**src/rtl/csfa_pkg.sv**
```systemverilog
// ----------------------------------------------------------------------------
// csfa_pkg
// shared types, register map and constants of the current sensor frame averager
// ----------------------------------------------------------------------------
package csfa_pkg;

  localparam int WORD_W     = 16;
  localparam int RAW_W      = 13;
  localparam int SUM_W      = 19;
  localparam int CNT_W      = 6;
  localparam int GAIN_W     = 10;
  localparam int MA_W       = 24;
  localparam int DIFF_W     = RAW_W + 1;
  localparam int RECIP_W    = 21;
  localparam int APB_AW     = 4;
  localparam int APB_DW     = 32;

  localparam int SAMPLES_DEF    = 8;
  localparam int FIFO_DEPTH_DEF = 8;

  localparam logic [RAW_W-1:0]  OFFSET_RST = 13'd4096;
  localparam logic [GAIN_W-1:0] GAIN_RST   = 10'd125;

  localparam logic [1:0] REG_NORMAL_ID = 2'd0;
  localparam logic [1:0] REG_OFFSET    = 2'd1;
  localparam logic [1:0] REG_GAIN      = 2'd2;

  typedef struct packed {
    logic              normal_id_bit;
    logic [RAW_W-1:0]  current_offset;
    logic [GAIN_W-1:0] ma_per_lsb;
  } cfg_t;

  typedef struct packed {
    logic signed [MA_W-1:0] current_ma;
    logic [WORD_W-1:0]      status_word;
  } result_t;

endpackage

```
**src/rtl/current_sensor_frame_averager.sv**
```systemverilog
// ----------------------------------------------------------------------------
// a completing frame beat passes the input, result, quotient and product stages
// throughput: one frame beat per cycle, one result beat per SAMPLES frames
// the result queue holds FIFO_DEPTH beats; sample_ready drops while that many
// frames and results are in flight or waiting
// reset (rst, synchronous): held value, status latch, sum and count cleared,
// registers back to id 0, offset 4096, 125 ma per code
// ----------------------------------------------------------------------------
// current_sensor_frame_averager
// parity-checked sensor frames summed over a window, scaled to milliamps
// ----------------------------------------------------------------------------
module current_sensor_frame_averager #(
  parameter int SAMPLES    = csfa_pkg::SAMPLES_DEF,
  parameter int FIFO_DEPTH = csfa_pkg::FIFO_DEPTH_DEF
) (
  input  logic                               clk,
  input  logic                               rst,
  input  logic                               psel,
  input  logic                               penable,
  input  logic                               pwrite,
  input  logic [csfa_pkg::APB_AW-1:0]        paddr,
  input  logic [csfa_pkg::APB_DW-1:0]        pwdata,
  output logic [csfa_pkg::APB_DW-1:0]        prdata,
  output logic                               pready,
  input  logic                               sample_valid,
  output logic                               sample_ready,
  input  logic [csfa_pkg::WORD_W-1:0]        sample_word,
  output logic                               result_valid,
  input  logic                               result_ready,
  output logic signed [csfa_pkg::MA_W-1:0]   current_ma,
  output logic [csfa_pkg::WORD_W-1:0]        status_word
);
  import csfa_pkg::*;

  localparam int RECIP_SHIFT = SUM_W + $clog2(SAMPLES);
  localparam logic [RECIP_W-1:0] RECIP =
    RECIP_W'(((64'd1 << RECIP_SHIFT) + 64'(SAMPLES) - 64'd1) / 64'(SAMPLES));
  localparam int UW = $clog2(FIFO_DEPTH + 1);
  localparam int QP_W = SUM_W + RECIP_W;

  cfg_t cfg;

  csfa_cfg u_cfg (
    .clk     (clk),
    .rst     (rst),
    .psel    (psel),
    .penable (penable),
    .pwrite  (pwrite),
    .paddr   (paddr),
    .pwdata  (pwdata),
    .prdata  (prdata),
    .pready  (pready),
    .cfg     (cfg)
  );

  // flow control
  logic          in_fire;
  logic          out_fire;
  logic          drop;
  logic [UW-1:0] used;
  logic [UW-1:0] used_next;

  // input stage
  logic              in_v;
  logic [WORD_W-1:0] in_word;

  // frame state
  logic [RAW_W-1:0]  held_raw;
  logic [WORD_W-1:0] error_latch;
  logic [SUM_W-1:0]  sum_acc;
  logic [CNT_W-1:0]  frame_count;

  logic              is_cur;
  logic              cur_ok;
  logic              stat_ok;
  logic [RAW_W-1:0]  held_next;
  logic [WORD_W-1:0] error_next;
  logic [SUM_W-1:0]  sum_next;
  logic [CNT_W:0]    count_inc;
  logic              last;

  // window result, quotient, product stages
  logic              res_v;
  logic [SUM_W-1:0]  res_sum;
  logic [WORD_W-1:0] res_err;
  logic [QP_W-1:0]   quot_prod;
  logic              q_v;
  logic [RAW_W-1:0]  q_avg;
  logic [WORD_W-1:0] q_err;
  logic signed [DIFF_W-1:0]   diff;
  logic signed [DIFF_W+GAIN_W:0] ma_prod;
  logic              p_v;
  result_t           p_res;
  result_t           out_res;

  assign in_fire      = sample_valid && sample_ready;
  assign out_fire     = result_valid && result_ready;
  assign sample_ready = (used != UW'(FIFO_DEPTH));
  assign drop         = in_v && !last;

  always_comb begin
    used_next = used;
    if (in_fire) used_next = used_next + UW'(1);
    if (drop) used_next = used_next - UW'(1);
    if (out_fire) used_next = used_next - UW'(1);
  end

  always_ff @(posedge clk) begin
    if (rst) begin
      used <= '0;
      in_v <= 1'b0;
    end else begin
      used <= used_next;
      in_v <= in_fire;
    end
  end

  always_ff @(posedge clk) begin
    if (in_fire) begin
      in_word <= sample_word;
    end
  end

  // parity bit is 1 for an even count of ones
  always_comb begin
    is_cur     = (in_word[WORD_W-1] == cfg.normal_id_bit);
    cur_ok     = (in_word[14] == ~^in_word[RAW_W-1:0]);
    stat_ok    = (in_word[14] == ~^in_word);
    held_next  = held_raw;
    error_next = error_latch;
    if (is_cur) begin
      if (cur_ok) begin
        held_next  = in_word[RAW_W-1:0];
        error_next = '0;
      end
    end else if (stat_ok) begin
      error_next = in_word;
    end
    sum_next  = sum_acc + SUM_W'(held_next);
    count_inc = {1'b0, frame_count} + (CNT_W+1)'(1);
    last      = (count_inc >= (CNT_W+1)'(SAMPLES));
  end

  always_ff @(posedge clk) begin
    if (rst) begin
      held_raw    <= '0;
      error_latch <= '0;
      sum_acc     <= '0;
      frame_count <= '0;
      res_v       <= 1'b0;
      q_v         <= 1'b0;
      p_v         <= 1'b0;
    end else begin
      res_v <= in_v && last;
      q_v   <= res_v;
      p_v   <= q_v;
      if (in_v) begin
        held_raw    <= held_next;
        error_latch <= error_next;
        if (last) begin
          sum_acc     <= '0;
          frame_count <= '0;
        end else begin
          sum_acc     <= sum_next;
          frame_count <= count_inc[CNT_W-1:0];
        end
      end
    end
  end

  // divide by SAMPLES through a reciprocal, exact over the sum range
  assign quot_prod = QP_W'(res_sum) * QP_W'(RECIP);
  assign diff      = $signed({1'b0, q_avg}) - $signed({1'b0, cfg.current_offset});
  assign ma_prod   = diff * $signed({1'b0, cfg.ma_per_lsb});

  always_ff @(posedge clk) begin
    res_sum           <= sum_next;
    res_err           <= error_next;
    q_avg             <= quot_prod[RECIP_SHIFT +: RAW_W];
    q_err             <= res_err;
    p_res.current_ma  <= ma_prod[MA_W-1:0];
    p_res.status_word <= q_err;
  end

  csfa_res_fifo #(
    .DEPTH (FIFO_DEPTH)
  ) u_fifo (
    .clk       (clk),
    .rst       (rst),
    .push      (p_v),
    .wdata     (p_res),
    .pop       (result_ready),
    .not_empty (result_valid),
    .rdata     (out_res)
  );

  assign current_ma  = out_res.current_ma;
  assign status_word = out_res.status_word;

  a_used_bound: assert property (@(posedge clk) disable iff (rst)
    used <= UW'(FIFO_DEPTH))
    else $error("more beats in flight than the result queue holds");

  a_count_bound: assert property (@(posedge clk) disable iff (rst)
    {1'b0, frame_count} < (CNT_W+1)'(SAMPLES))
    else $error("frame count outside the window");

  a_result_flows: assert property (@(posedge clk) disable iff (rst)
    res_v |=> q_v ##1 p_v)
    else $error("window result lost in the scaling pipeline");

  a_out_has_credit: assert property (@(posedge clk) disable iff (rst)
    result_valid |-> used != '0)
    else $error("result beat without a counted entry");

endmodule

```
**src/rtl/csfa_cfg.sv**
```systemverilog
// ----------------------------------------------------------------------------
// csfa_cfg
// apb register bank: id bit, zero-current offset and gain
// ----------------------------------------------------------------------------
module csfa_cfg (
  input  logic                        clk,
  input  logic                        rst,
  input  logic                        psel,
  input  logic                        penable,
  input  logic                        pwrite,
  input  logic [csfa_pkg::APB_AW-1:0] paddr,
  input  logic [csfa_pkg::APB_DW-1:0] pwdata,
  output logic [csfa_pkg::APB_DW-1:0] prdata,
  output logic                        pready,
  output csfa_pkg::cfg_t              cfg
);
  import csfa_pkg::*;

  logic       wr_en;
  logic [1:0] reg_sel;

  assign pready  = 1'b1;
  assign wr_en   = psel && penable && pwrite;
  assign reg_sel = paddr[3:2];

  always_ff @(posedge clk) begin
    if (rst) begin
      cfg.normal_id_bit  <= 1'b0;
      cfg.current_offset <= OFFSET_RST;
      cfg.ma_per_lsb     <= GAIN_RST;
    end else if (wr_en) begin
      unique case (reg_sel)
        REG_NORMAL_ID: cfg.normal_id_bit  <= pwdata[0];
        REG_OFFSET:    cfg.current_offset <= pwdata[RAW_W-1:0];
        REG_GAIN:      cfg.ma_per_lsb     <= pwdata[GAIN_W-1:0];
        default: ;
      endcase
    end
  end

  always_comb begin
    unique case (reg_sel)
      REG_NORMAL_ID: prdata = {{(APB_DW-1){1'b0}}, cfg.normal_id_bit};
      REG_OFFSET:    prdata = {{(APB_DW-RAW_W){1'b0}}, cfg.current_offset};
      REG_GAIN:      prdata = {{(APB_DW-GAIN_W){1'b0}}, cfg.ma_per_lsb};
      default:       prdata = '0;
    endcase
  end

endmodule

```
**src/rtl/csfa_res_fifo.sv**
```systemverilog
// ----------------------------------------------------------------------------
// csfa_res_fifo
// small result queue that decouples the pipeline from the output handshake
// ----------------------------------------------------------------------------
module csfa_res_fifo #(
  parameter int DEPTH = csfa_pkg::FIFO_DEPTH_DEF
) (
  input  logic              clk,
  input  logic              rst,
  input  logic              push,
  input  csfa_pkg::result_t wdata,
  input  logic              pop,
  output logic              not_empty,
  output csfa_pkg::result_t rdata
);
  import csfa_pkg::*;

  localparam int PW = $clog2(DEPTH);
  localparam int CW = $clog2(DEPTH + 1);

  result_t         mem [DEPTH];
  logic [PW-1:0]   wr_ptr;
  logic [PW-1:0]   rd_ptr;
  logic [CW-1:0]   count;
  logic [CW-1:0]   count_next;
  logic            do_pop;

  assign not_empty = (count != '0);
  assign do_pop    = pop && not_empty;
  assign rdata     = mem[rd_ptr];

  always_ff @(posedge clk) begin
    if (push) begin
      mem[wr_ptr] <= wdata;
    end
  end

  always_comb begin
    count_next = count;
    if (push) count_next = count_next + CW'(1);
    if (do_pop) count_next = count_next - CW'(1);
  end

  always_ff @(posedge clk) begin
    if (rst) begin
      wr_ptr <= '0;
      rd_ptr <= '0;
      count  <= '0;
    end else begin
      count <= count_next;
      if (push) begin
        wr_ptr <= (wr_ptr == PW'(DEPTH - 1)) ? '0 : wr_ptr + PW'(1);
      end
      if (do_pop) begin
        rd_ptr <= (rd_ptr == PW'(DEPTH - 1)) ? '0 : rd_ptr + PW'(1);
      end
    end
  end

endmodule
```
**config.mk**
```make
export PLATFORM = sky130hd
export DESIGN_NAME = current_sensor_frame_averager
export DESIGN_NICKNAME = d
export VERILOG_FILES = /design/src/rtl/csfa_pkg.sv /design/src/rtl/current_sensor_frame_averager.sv /design/src/rtl/csfa_cfg.sv /design/src/rtl/csfa_res_fifo.sv
export SDC_FILE = /design/constraint.sdc
export NUM_CORES = 1
export LEC_CHECK = 0
export BUFFER_PORTS_ARGS = -buffer_cell sky130_fd_sc_hd__buf_2
export CAP_MARGIN = 20
export CORE_MARGIN = 1
export CORE_UTILIZATION = 55
export DETAILED_ROUTE_END_ITERATION = 10
export PLACE_DENSITY = 0.76
export SYNTH_ARGS = -nofsm -noshare
export SYNTH_HDL_FRONTEND = slang
export SYNTH_SLANG_ARGS = --single-unit
```
**constraint.sdc**
```tcl
create_clock -name clk -period 6.45 [get_ports clk]
set_clock_uncertainty 0.2 [all_clocks]
set_input_delay 0.3225 -clock clk [delete_from_list [all_inputs] [get_ports clk]]
set_output_delay 0.3225 -clock clk [all_outputs]
set_load 0.1 [all_outputs]
```
After elaboration in Yosys (flattened, before gate mapping)
Memory sizes are Yosys's and may differ from the RTL's. A register that Yosys moved wholly into a read port is not among the register bits.
Cells that the tools add are included.
{"block": "op_classes", "add_sub_neg": 10, "mul": 1, "magnitude_cmp": 1, "eq_ne": 8, "mux": 19, "reduce_logical": 14}
{"cell": "16-bit two-way mux", "n": 3}
{"cell": "13-bit case mux with 3 select lines", "n": 1}
{"cell": "13-bit two-way mux", "n": 2}
{"cell": "14-bit by 11-bit multiplier with 24-bit output", "n": 1}
{"cell": "4-bit two-way mux", "n": 5}
{"cell": "19-bit by 13-bit adder with 19-bit output", "n": 1}
{"cell": "19-bit two-way mux", "n": 1}
{"cell": "16-bit XNOR reduction", "n": 1}
{"cell": "13-bit by 13-bit subtractor with 14-bit output", "n": 1}
{"cell": "13-bit XNOR reduction", "n": 1}
{"cell": "3-bit two-way mux", "n": 4}
{"cell": "4-bit by 1-bit subtractor with 4-bit output (second input constant)", "n": 3}
{"cell": "4-bit by 1-bit adder with 4-bit output (second input constant)", "n": 2}
{"cell": "6-bit by 1-bit adder with 7-bit output (second input constant)", "n": 1}
{"cell": "7-bit by 4-bit >= comparator with 1-bit output (second input constant)", "n": 1}
{"cell": "3-bit by 1-bit adder with 3-bit output (second input constant)", "n": 2}
{"cell": "3-bit equality test (second input constant)", "n": 2}
{"cell": "1-bit logical AND", "n": 6}
{"cell": "6-bit two-way mux", "n": 1}
{"cell": "2-bit AND reduction", "n": 3}
{"cell": "4-bit != test (second input constant)", "n": 1}
{"cell": "4-bit nonzero test", "n": 1}
{"cell": "1-bit equality test", "n": 3}
{"cell": "2-bit by 1-bit equality test with 1-bit output (second input constant)", "n": 1}
{"cell": "4 further kinds", "n": 5}
{"block": "word_totals", "register_bits": 213, "ramBits": 320, "inputBits": 59, "out_inout_bits": 75, "n_memories": 1}
{"memory": "u_fifo.mem", "depth": 8, "width": 40, "read_ports": 1, "rd_ports_with_merged_regs": 1, "write_ports": 1, "line": "csfa_res_fifo.sv:21", "text": "result_t mem [DEPTH];"}

Longest topological paths before layout
Gate-level depths: netlist of the first run.
{"block": "logic_depth", "word_depth": 7, "ltp_mapped": 30, "mapped_depth_nobuf": 29}

Hierarchy
From an unflattened synthesis of the first run, not the netlist that was laid out.
{"block": "hier_totals", "hier_cells": 1944, "area_unflattened_um2": 26555.5}
{"mod": "csfa_res_fifo", "n_inst": 1, "cells_per_inst": 541, "area_each_um2": 12972.4}
{"mod": "current_sensor_frame_averager", "n_inst": 1, "cells_per_inst": 1260, "area_each_um2": 12246.7}
{"mod": "csfa_cfg", "n_inst": 1, "cells_per_inst": 143, "area_each_um2": 1336.3}

Least setup slack after synthesis of the first run
Ideal clock, no wire load.
{"block": "synth_timing", "path_kind": "flip-flop to flip-flop", "startpoint": "register, netlist name u_cfg.cfg[10]", "endpoint": "register p_res[38] (netlist name)", "setup_time_ps": 123, "arrival_ps": 6516, "required_time_ps": 6127, "slack_ps": -389, "stages_incl_launch_ff": 27, "n_path_buf": 0, "period_less_slack_ps": 6839, "path_cell_list": "dfxtp_1 > ha_1 > inv_1 > fa_1 > a21o_1 > a21oi_1 > o21bai_1 > a211oi_1 > nor3_1 > a311oi_1 > nand2_1 > fa_1 > inv_1 > fa_1 > fa_1 > fa_1 > inv_1 > fa_1 > inv_1 > ha_1 > a21o_1 > a21o_1 > a21oi_1 > nand2b_1 > o31a_1 > o21ai_1 > xor2_1"}
{"block": "synth_via", "elab_chain_len": 2}
{"element": "13-bit by 13-bit subtractor with 14-bit output", "line": "current_sensor_frame_averager.sv:173", "text": "assign diff = $signed({1'b0, q_avg}) - $signed({1'b0, cfg.current_offset});"}
{"element": "14-bit by 11-bit multiplier with 24-bit output", "line": "current_sensor_frame_averager.sv:174", "text": "assign ma_prod = diff * $signed({1'b0, cfg.ma_per_lsb});"}
{"element": "via ma_prod[22]", "line": "current_sensor_frame_averager.sv:91", "text": "logic signed [DIFF_W+GAIN_W:0] ma_prod;"}
{"element": "to (decl)", "line": "current_sensor_frame_averager.sv:93", "text": "result_t p_res;"}
The timed path passes the listed nets, and every way through them passes these cells.
A chain may end at the register's enable or synchronous reset.

Final worst setup path of the first run
{"block": "layout_timing", "startpoint": "register, netlist name u_cfg.cfg[10]", "endpoint": "register p_res[38] (netlist name)"}
{"block": "layout_via", "elab_chain_len": 2}
{"element": "13-bit by 13-bit subtractor with 14-bit output", "line": "current_sensor_frame_averager.sv:173"}
{"element": "14-bit by 11-bit multiplier with 24-bit output", "line": "current_sensor_frame_averager.sv:174"}
{"element": "via ma_prod[22]", "line": "current_sensor_frame_averager.sv:91"}
The timed path passes the listed nets, and every way through them passes these cells.

==> results.sh, run 1 <==
export IMPL_status="finished clean"
export IMPL_start_util_pct=56.2
export IMPL_cts_max_path_buffers=3
export IMPL_rsz0062_at_grt="yes"
export IMPL_async_flop_share_pct=0
export IMPL_root_buffer="clkbuf_16"
export IMPL_hold_violations=0
export IMPL_clock_fmax_ghz=0.156
export IMPL_synth_edff_count=336
export IMPL_synth_area_mm2=0.0257
export IMPL_grt_usage_pct=22.2
export IMPL_grt_overflow=0
export IMPL_first_pass_iters=5
export IMPL_fp_dieW_um=218
export IMPL_fin_nets=2369
export IMPL_vias_per_cell=5.56
export IMPL_post_route_util_pct=65.3
export IMPL_path_clk_slew_ns=0.06
export IMPL_dieArea_mm2=0.0476
export IMPL_wl_per_cell_um=19.2
export IMPL_drtAntennaViolNets=0
export IMPL_worstPathRequired_ns=6.72
export IMPL_drc=0
export IMPL_crit_path_end_kind="flip-flop"
export IMPL_insertion_delay_ns=0.61
export IMPL_crit_path_start_kind="flip-flop"
export IMPL_grt_pass1_wl_mm=82.4
export IMPL_dp_hpwl_mm=33.2
export IMPL_ys_seq_elements=530
export IMPL_drtIter0Drc=952
export IMPL_die_y_um=218
export IMPL_layout_min_cycle_time_ns=6.43
export IMPL_io_pins=134
export IMPL_cts_htree_levels=2
export IMPL_relSlewSlack_pct=29.6
export IMPL_core_area_mm2=0.0458
export IMPL_area_growth_pct=16.2
export IMPL_nFillCells=3182
export IMPL_dp_cells=2588
export IMPL_setup_viol=0
export IMPL_grt_pass1_vias=15500
export IMPL_postSynthAreaPerCell_um2=13.6
export IMPL_port_buffers=92
export IMPL_drt_wl_total_mm=52.3
export IMPL_diodes=0
export IMPL_clock_sinks=530
export IMPL_grt_start_max_net_pins=65
export IMPL_cts_tree="done"
export IMPL_final_period_utilization_pct=99.6
export IMPL_final_cells=2730
export IMPL_syn_inst=1887
export IMPL_cts_buffers=50
export IMPL_drive_gt1_share_pct=22.6
export IMPL_fin_hold_ws_ns=0.0739
export IMPL_ys_types=66
export IMPL_place_gp_congestion=0.845
export IMPL_antenna_found_initial=0
export IMPL_vias=15200
export IMPL_maxCapViolations=0
export IMPL_ff2ff_setup_slack_ns=0.02
export IMPL_hold_class="in -> reg"
export IMPL_path_class="reg -> reg"
export IMPL_rows=78
export IMPL_drv_slew=0
export IMPL_ys_flop_type="edfxtp_1"
export IMPL_worst_pin_slew_ns=1.05
export IMPL_synth_warnings=0
export IMPL_synth_seq_area_share_pct=54.3
export IMPL_crit_fanout=6
export IMPL_arrival_ns=6.69
## final cells by class
cell class	instances	area, µm²	share of cell area [%]
Multi-Input combinational cell	1078	11100	37.0
Timing Repair Buffer	220	1540	5.16
Clock buffer	66	1390	4.66
Tap cell	600	751	2.51
Sequential cell	530	14000	46.8
Clock inverter	26	367	1.23
Inverter	210	788	2.64
## per-layer routing
metal / GRT usage, % / vias to the layer above / wire (µm)
li1: - / 6991 / -
met1: 30.7 / 7704 / 22800
met2: 36.7 / 405 / 25900
met3: 3.30 / 87 / 2560
met4: 6.06 / 0 / 1130
met5: 0 / - / 0
## state kept, by name, indices dropped and copies added (netlist names), 6 cells and up, named ones only
name and count:
error_latch 16, in_word 16, q_avg 13, held_raw 13, res_sum 13, q_err 16
u_cfg.cfg 24, u_fifo.mem 320, res_err 16, frame_count 6, p_res 40, sum_acc 16
## through the flow
stage,setup slack (ns),TNS [ns],instance area (µm²)
3_3_place_gp,-0.0425,-0.142,27300
3_5_place_dp,-0.191,-0.926,27300
6_report,0.0235,0,29900
5_1_grt,-0.237,-1.38,29900
4_1_cts,-0.0124,-0.0124,29400
2_1_floorplan,-0.0407,-0.0407,25800
## logic make-up after synthesis
kind of cell	count (synthesis)	share of synthesized area (%)
adders and majority gates	220	14.4
buffers and inverters	297	4.69
AOI/OAI and AO/OA	225	6.15
muxes	161	10.5
DFF	530	54.3
other	2	0.0292
and+or+nand+nor	374	7.09
xor gates and xnor gates	78	2.80
## critical path, stage by stage, from the launching register on
cell      delay (ns)
dfxtp_2         0.35
ha_4            0.14
inv_2           0.03
fa_2            0.33
a21o_1          0.18
a21oi_2         0.17
o21bai_2        0.10
a211oi_4        0.29
o31ai_2         0.11
xor2_1          0.16
buf_4           0.17
buf_6           0.12
and2_1          0.15
fa_1            0.47
fa_1            0.54
fa_1            0.45
fa_1            0.50
inv_1           0.05
fa_1            0.49
inv_2           0.05
ha_4            0.21
a21o_1          0.17
a21o_1          0.19
a21oi_4         0.14
nand2b_4        0.13
o31a_1          0.19
o21ai_1         0.09
xor2_1          0.14
## synth_stat cells, types with 4 or more instances
cell type | n | area share, %
xor2_1 | 18 | 0.61
mux4_2 | 80 | 7.0
buf_2 | 4 | 0.078
inv_1 | 209 | 3.1
a211oi_1 | 5 | 0.15
mux2_1 | 14 | 0.61
nand2b_1 | 13 | 0.32
clkbuf_1 | 52 | 0.76
o211ai_1 | 7 | 0.20
and3_1 | 5 | 0.12
o21a_1 | 4 | 0.12
edfxtp_1 | 336 | 39
xnor2_1 | 56 | 1.9
dfxtp_1 | 194 | 15
and2_1 | 73 | 1.8
o31ai_1 | 8 | 0.23
nor2b_1 | 28 | 0.68
mux2_2 | 40 | 1.8
nor2_1 | 66 | 0.96
fa_1 | 128 | 10
a22o_1 | 46 | 1.6
o21bai_1 | 8 | 0.23
buf_1 | 9 | 0.13
nor3_1 | 14 | 0.27
ha_1 | 92 | 4.5
a211o_1 | 8 | 0.27
nor3b_1 | 6 | 0.18
a21oi_1 | 56 | 1.1
o21ai_0 | 11 | 0.21
nand3_1 | 12 | 0.23
mux2i_1 | 26 | 1.0
buf_4 | 21 | 0.61
nand4_1 | 9 | 0.22
a21o_1 | 28 | 0.82
nand2_1 | 135 | 2.0
o21ai_1 | 17 | 0.33
## worst paths after layout
path                                                  from                    endpoint  cells after the start
worst max-delay path            u_cfg.cfg[10]$_SDFFE_PP0P_           p_res[38]$_DFF_P_                     27
worst min register to register          res_sum[7]$_DFF_P_            q_avg[4]$_DFF_P_                      0
worst min-delay path                               penable  u_cfg.cfg[23]$_SDFFE_PP0P_                      5
worst max register to register  u_cfg.cfg[10]$_SDFFE_PP0P_           p_res[38]$_DFF_P_                     27
## placed cells by master (no fill, tap or decap), types with 9 or more instances in the layout
cell	instances
dfxtp_1	188
dlygate4sd3_1	31
nand2_1	127
xor2_1	17
mux4_2	80
nand2b_1	12
ha_4	10
nor2_1	60
ha_1	81
and2_1	73
a21o_1	28
edfxtp_1	336
buf_4	88
inv_1	198
nand4_1	9
nand3_1	12
fa_1	124
inv_2	12
buf_2	92
mux2_1	14
nor3_1	11
o21ai_1	18
mux2_2	40
a21oi_1	46
xnor2_1	51
mux2i_1	26
a22o_1	46
nor2b_1	27
clkbuf_16	50
conb_1	20
## repair_timing
item | CTS | global route
buffers inserted | 3 | 14
hold buffers | 31 | 0
gates resized for setup | 12 | 72
setup endpoints to repair | 9 | 11
hold endpoints to repair | 40 | 0
pin swaps | 18 | 73
Power of run 1 is not shown: default switching activity piles up to over one toggle a cycle in this logic, so the estimate is an artifact.
==> inputs of run 2 (changes only) <==
==> constraint.sdc (replaced) <==
create_clock -name clk -period 5.4 [get_ports clk]
set_clock_uncertainty 0.2 [all_clocks]
set_input_delay 0.27 -clock clk [delete_from_list [all_inputs] [get_ports clk]]
set_output_delay 0.27 -clock clk [all_outputs]
set_load 0.1 [all_outputs]
==> run 2 against run 1 <==
- the run now ends with setup timing left
- setup slack lost 1.1 ns
- cell count grew 3.0%
- global-route usage grew 0.56 points
- critical path type unchanged
- register-to-register slack lost 1.1 ns
- sequential share of layout area shrank 1.1 points
- critical path depth grew 1
- wire length grew 2.8%
- final area grew 2.4%
- flip-flop and latch count is the same
- maximum frequency shrank 0.32%
- clock-buffer cell count grew 3
- non-clock buffer count grew 80
==> results.sh, run 2 (synthesis results as in run 1) <==
export IMPL_worstPathRequired_ns=5.68
export IMPL_largest_reg_flops=320
export IMPL_reg2reg_from="u_cfg.cfg[10]$_SDFFE_PP0P_"
export IMPL_hold_violations=0
export IMPL_io_pins=134
export IMPL_crit_path_start_kind="flip-flop"
export IMPL_path_clk_slew_ns=0.06
export IMPL_cts_tree="done"
export IMPL_critical_path_most_common_cell="fa_1"
export IMPL_fp_dieW_um=218
export IMPL_place_ws_ns=-1.05
export IMPL_arrival_ns=6.73
export IMPL_fin_hold_ws_ns=0.0369
export IMPL_nFillCells=3088
export IMPL_cts_max_path_buffers=3
export IMPL_setup_tns_ns=-11.52
export IMPL_insertion_delay_ns=0.61
export IMPL_first_pass_iters=7
export IMPL_grt_pass1_wl_mm=84.2
export IMPL_reg_largest_list="u_fifo.mem: 320 flops, p_res: 40 flops, u_cfg.cfg: 24 flops"
export IMPL_final_period_utilization_pct=119
export IMPL_maxCapViolations=0
export IMPL_endpoint="p_res[38]$_DFF_P_"
export IMPL_rows=78
export IMPL_grt_start_max_net_pins=65
export IMPL_setup_viol=16
export IMPL_wl_per_cell_um=19.1
export IMPL_clock_sinks=530
export IMPL_cts_htree_levels=2
export IMPL_drt_wl_total_mm=53.7
export IMPL_drtAntennaViolNets=0
export IMPL_drc=0
export IMPL_grt_overflow=0
export IMPL_hold_class="in -> reg"
export IMPL_ff2ff_setup_slack_ns=-1.05
export IMPL_grt_pass1_vias=15700
export IMPL_cp_startpoint="u_cfg.cfg[10]$_SDFFE_PP0P_"
export IMPL_core_area_mm2=0.0458
export IMPL_place_gp_congestion=0.835
export IMPL_die_y_um=218
export IMPL_slowest_stage="fa_1"
export IMPL_layout_min_cycle_time_ns=6.45
export IMPL_final_common_cell="edfxtp_1"
export IMPL_worst_pin_slew_ns=1.05
export IMPL_largest_register="u_fifo.mem"
export IMPL_violations="setup timing"
export IMPL_dieArea_mm2=0.0476
export IMPL_root_buffer="clkbuf_16"
export IMPL_area_growth_pct=19.0
export IMPL_worstReg2RegEnd="p_res[38]$_DFF_P_"
export IMPL_drtIter0Drc=1104
export IMPL_antenna_found_initial=0
export IMPL_drive_gt1_share_pct=26.0
export IMPL_clock_fmax_ghz=0.155
export IMPL_start_util_pct=56.2
export IMPL_rsz0062_at_grt="yes"
export IMPL_relSlewSlack_pct=29.8
export IMPL_reg2regPathDepth=28
export IMPL_diodes=0
export IMPL_post_route_util_pct=66.9
export IMPL_most_common_layout_cells="edfxtp_1, inv_1, dfxtp_1, buf_4, nand2_1"
export IMPL_vias=15400
export IMPL_crit_fanout=5
export IMPL_path_class="reg -> reg"
export IMPL_fin_nets=2449
export IMPL_dp_hpwl_mm=34.4
export IMPL_vias_per_cell=5.49
export IMPL_crit_path_end_kind="flip-flop"
export IMPL_grt_usage_pct=22.7
export IMPL_port_buffers=92
export IMPL_worst_slack_ns=-1.05
export IMPL_cts_buffers=50
export IMPL_cpPeakStageDelay_ns=0.53
export IMPL_status="complete, but fails checks"
export IMPL_drv_slew=0
-- run 2: cell count changes in the layout (fill, tap and decap cells not counted), moves of 5 or more --
cell      change
buf_4        +76
a21oi_1       -6
clkbuf_1      +6
a21oi_2       +5
clkbuf_8      -5
-- run 2: cell type report --
| class | instances | area (µm²) | area share (%) |
|---|---|---|---|
| timing repair buffer | 300 | 2170 | 7.10 |
| multi-input combinational | 1078 | 11200 | 36.7 |
| clock buffer | 69 | 1420 | 4.63 |
| sequential | 530 | 14000 | 45.7 |
| clock inverter | 25 | 270 | 0.883 |
| tap | 600 | 751 | 2.45 |
| inverter | 210 | 788 | 2.58 |
-- run 2: worst max-delay path: cells and delay by family (launching register included) --
| kind | cells | cell delay, ns |
|---|---|---|
| buffers and inverters | 6 | 0.51 |
| XOR/XNOR | 1 | 0.14 |
| adder cells (fa/ha/maj) | 8 | 3.13 |
| flip-flops | 1 | 0.36 |
| AO/OA/AOI/OAI | 10 | 1.74 |
| AND/OR/NAND/NOR | 3 | 0.21 |
-- run 2: metrics by stage --
stage,cells,area [µm²]
final,2812,30600
after global placement,2663,28000
after global routing,2812,30600
after CTS,2797,30300
after detailed placement,2663,28000
after floorplan,1905,26000
-- run 2: what timing repair did --
item / CTS / global route
pin swaps: 22 / 31
endpoints found under the setup margin: 16 / 16
hold buffers: 32 / 0
gates cloned: 0 / 1
setup buffers: 8 / 12
gates resized for setup: 48 / 29
endpoints found under the hold margin: 40 / 0
-- run 2: how the worst min path moves through the flow --
stage               slack [ns]  depth (start not counted)                         end           startpoint
floorplan                 0.11                          0            p_res[0]$_DFF_P_     q_err[0]$_DFF_P_
global placement          0.11                          0           q_err[10]$_DFF_P_  res_err[10]$_DFF_P_
detailed placement        0.11                          0           p_res[12]$_DFF_P_    q_err[12]$_DFF_P_
CTS                       0.01                          5  u_cfg.cfg[12]$_SDFFE_PP0P_              penable
global route              0.08                          5   u_cfg.cfg[0]$_SDFFE_PP1P_              penable
finish                    0.04                          5  u_cfg.cfg[23]$_SDFFE_PP0P_              penable
-- run 2: layer usage --
metal  wire length, µm  vias up  track usage (%)
met4              1180        0             6.43
met2             26900      413             38.4
met1             23300     7794             31.1
met5                 0        -                0
li1                  -     7152                -
met3              2400       87             2.70
Power of run 2 is left out for the same reason.
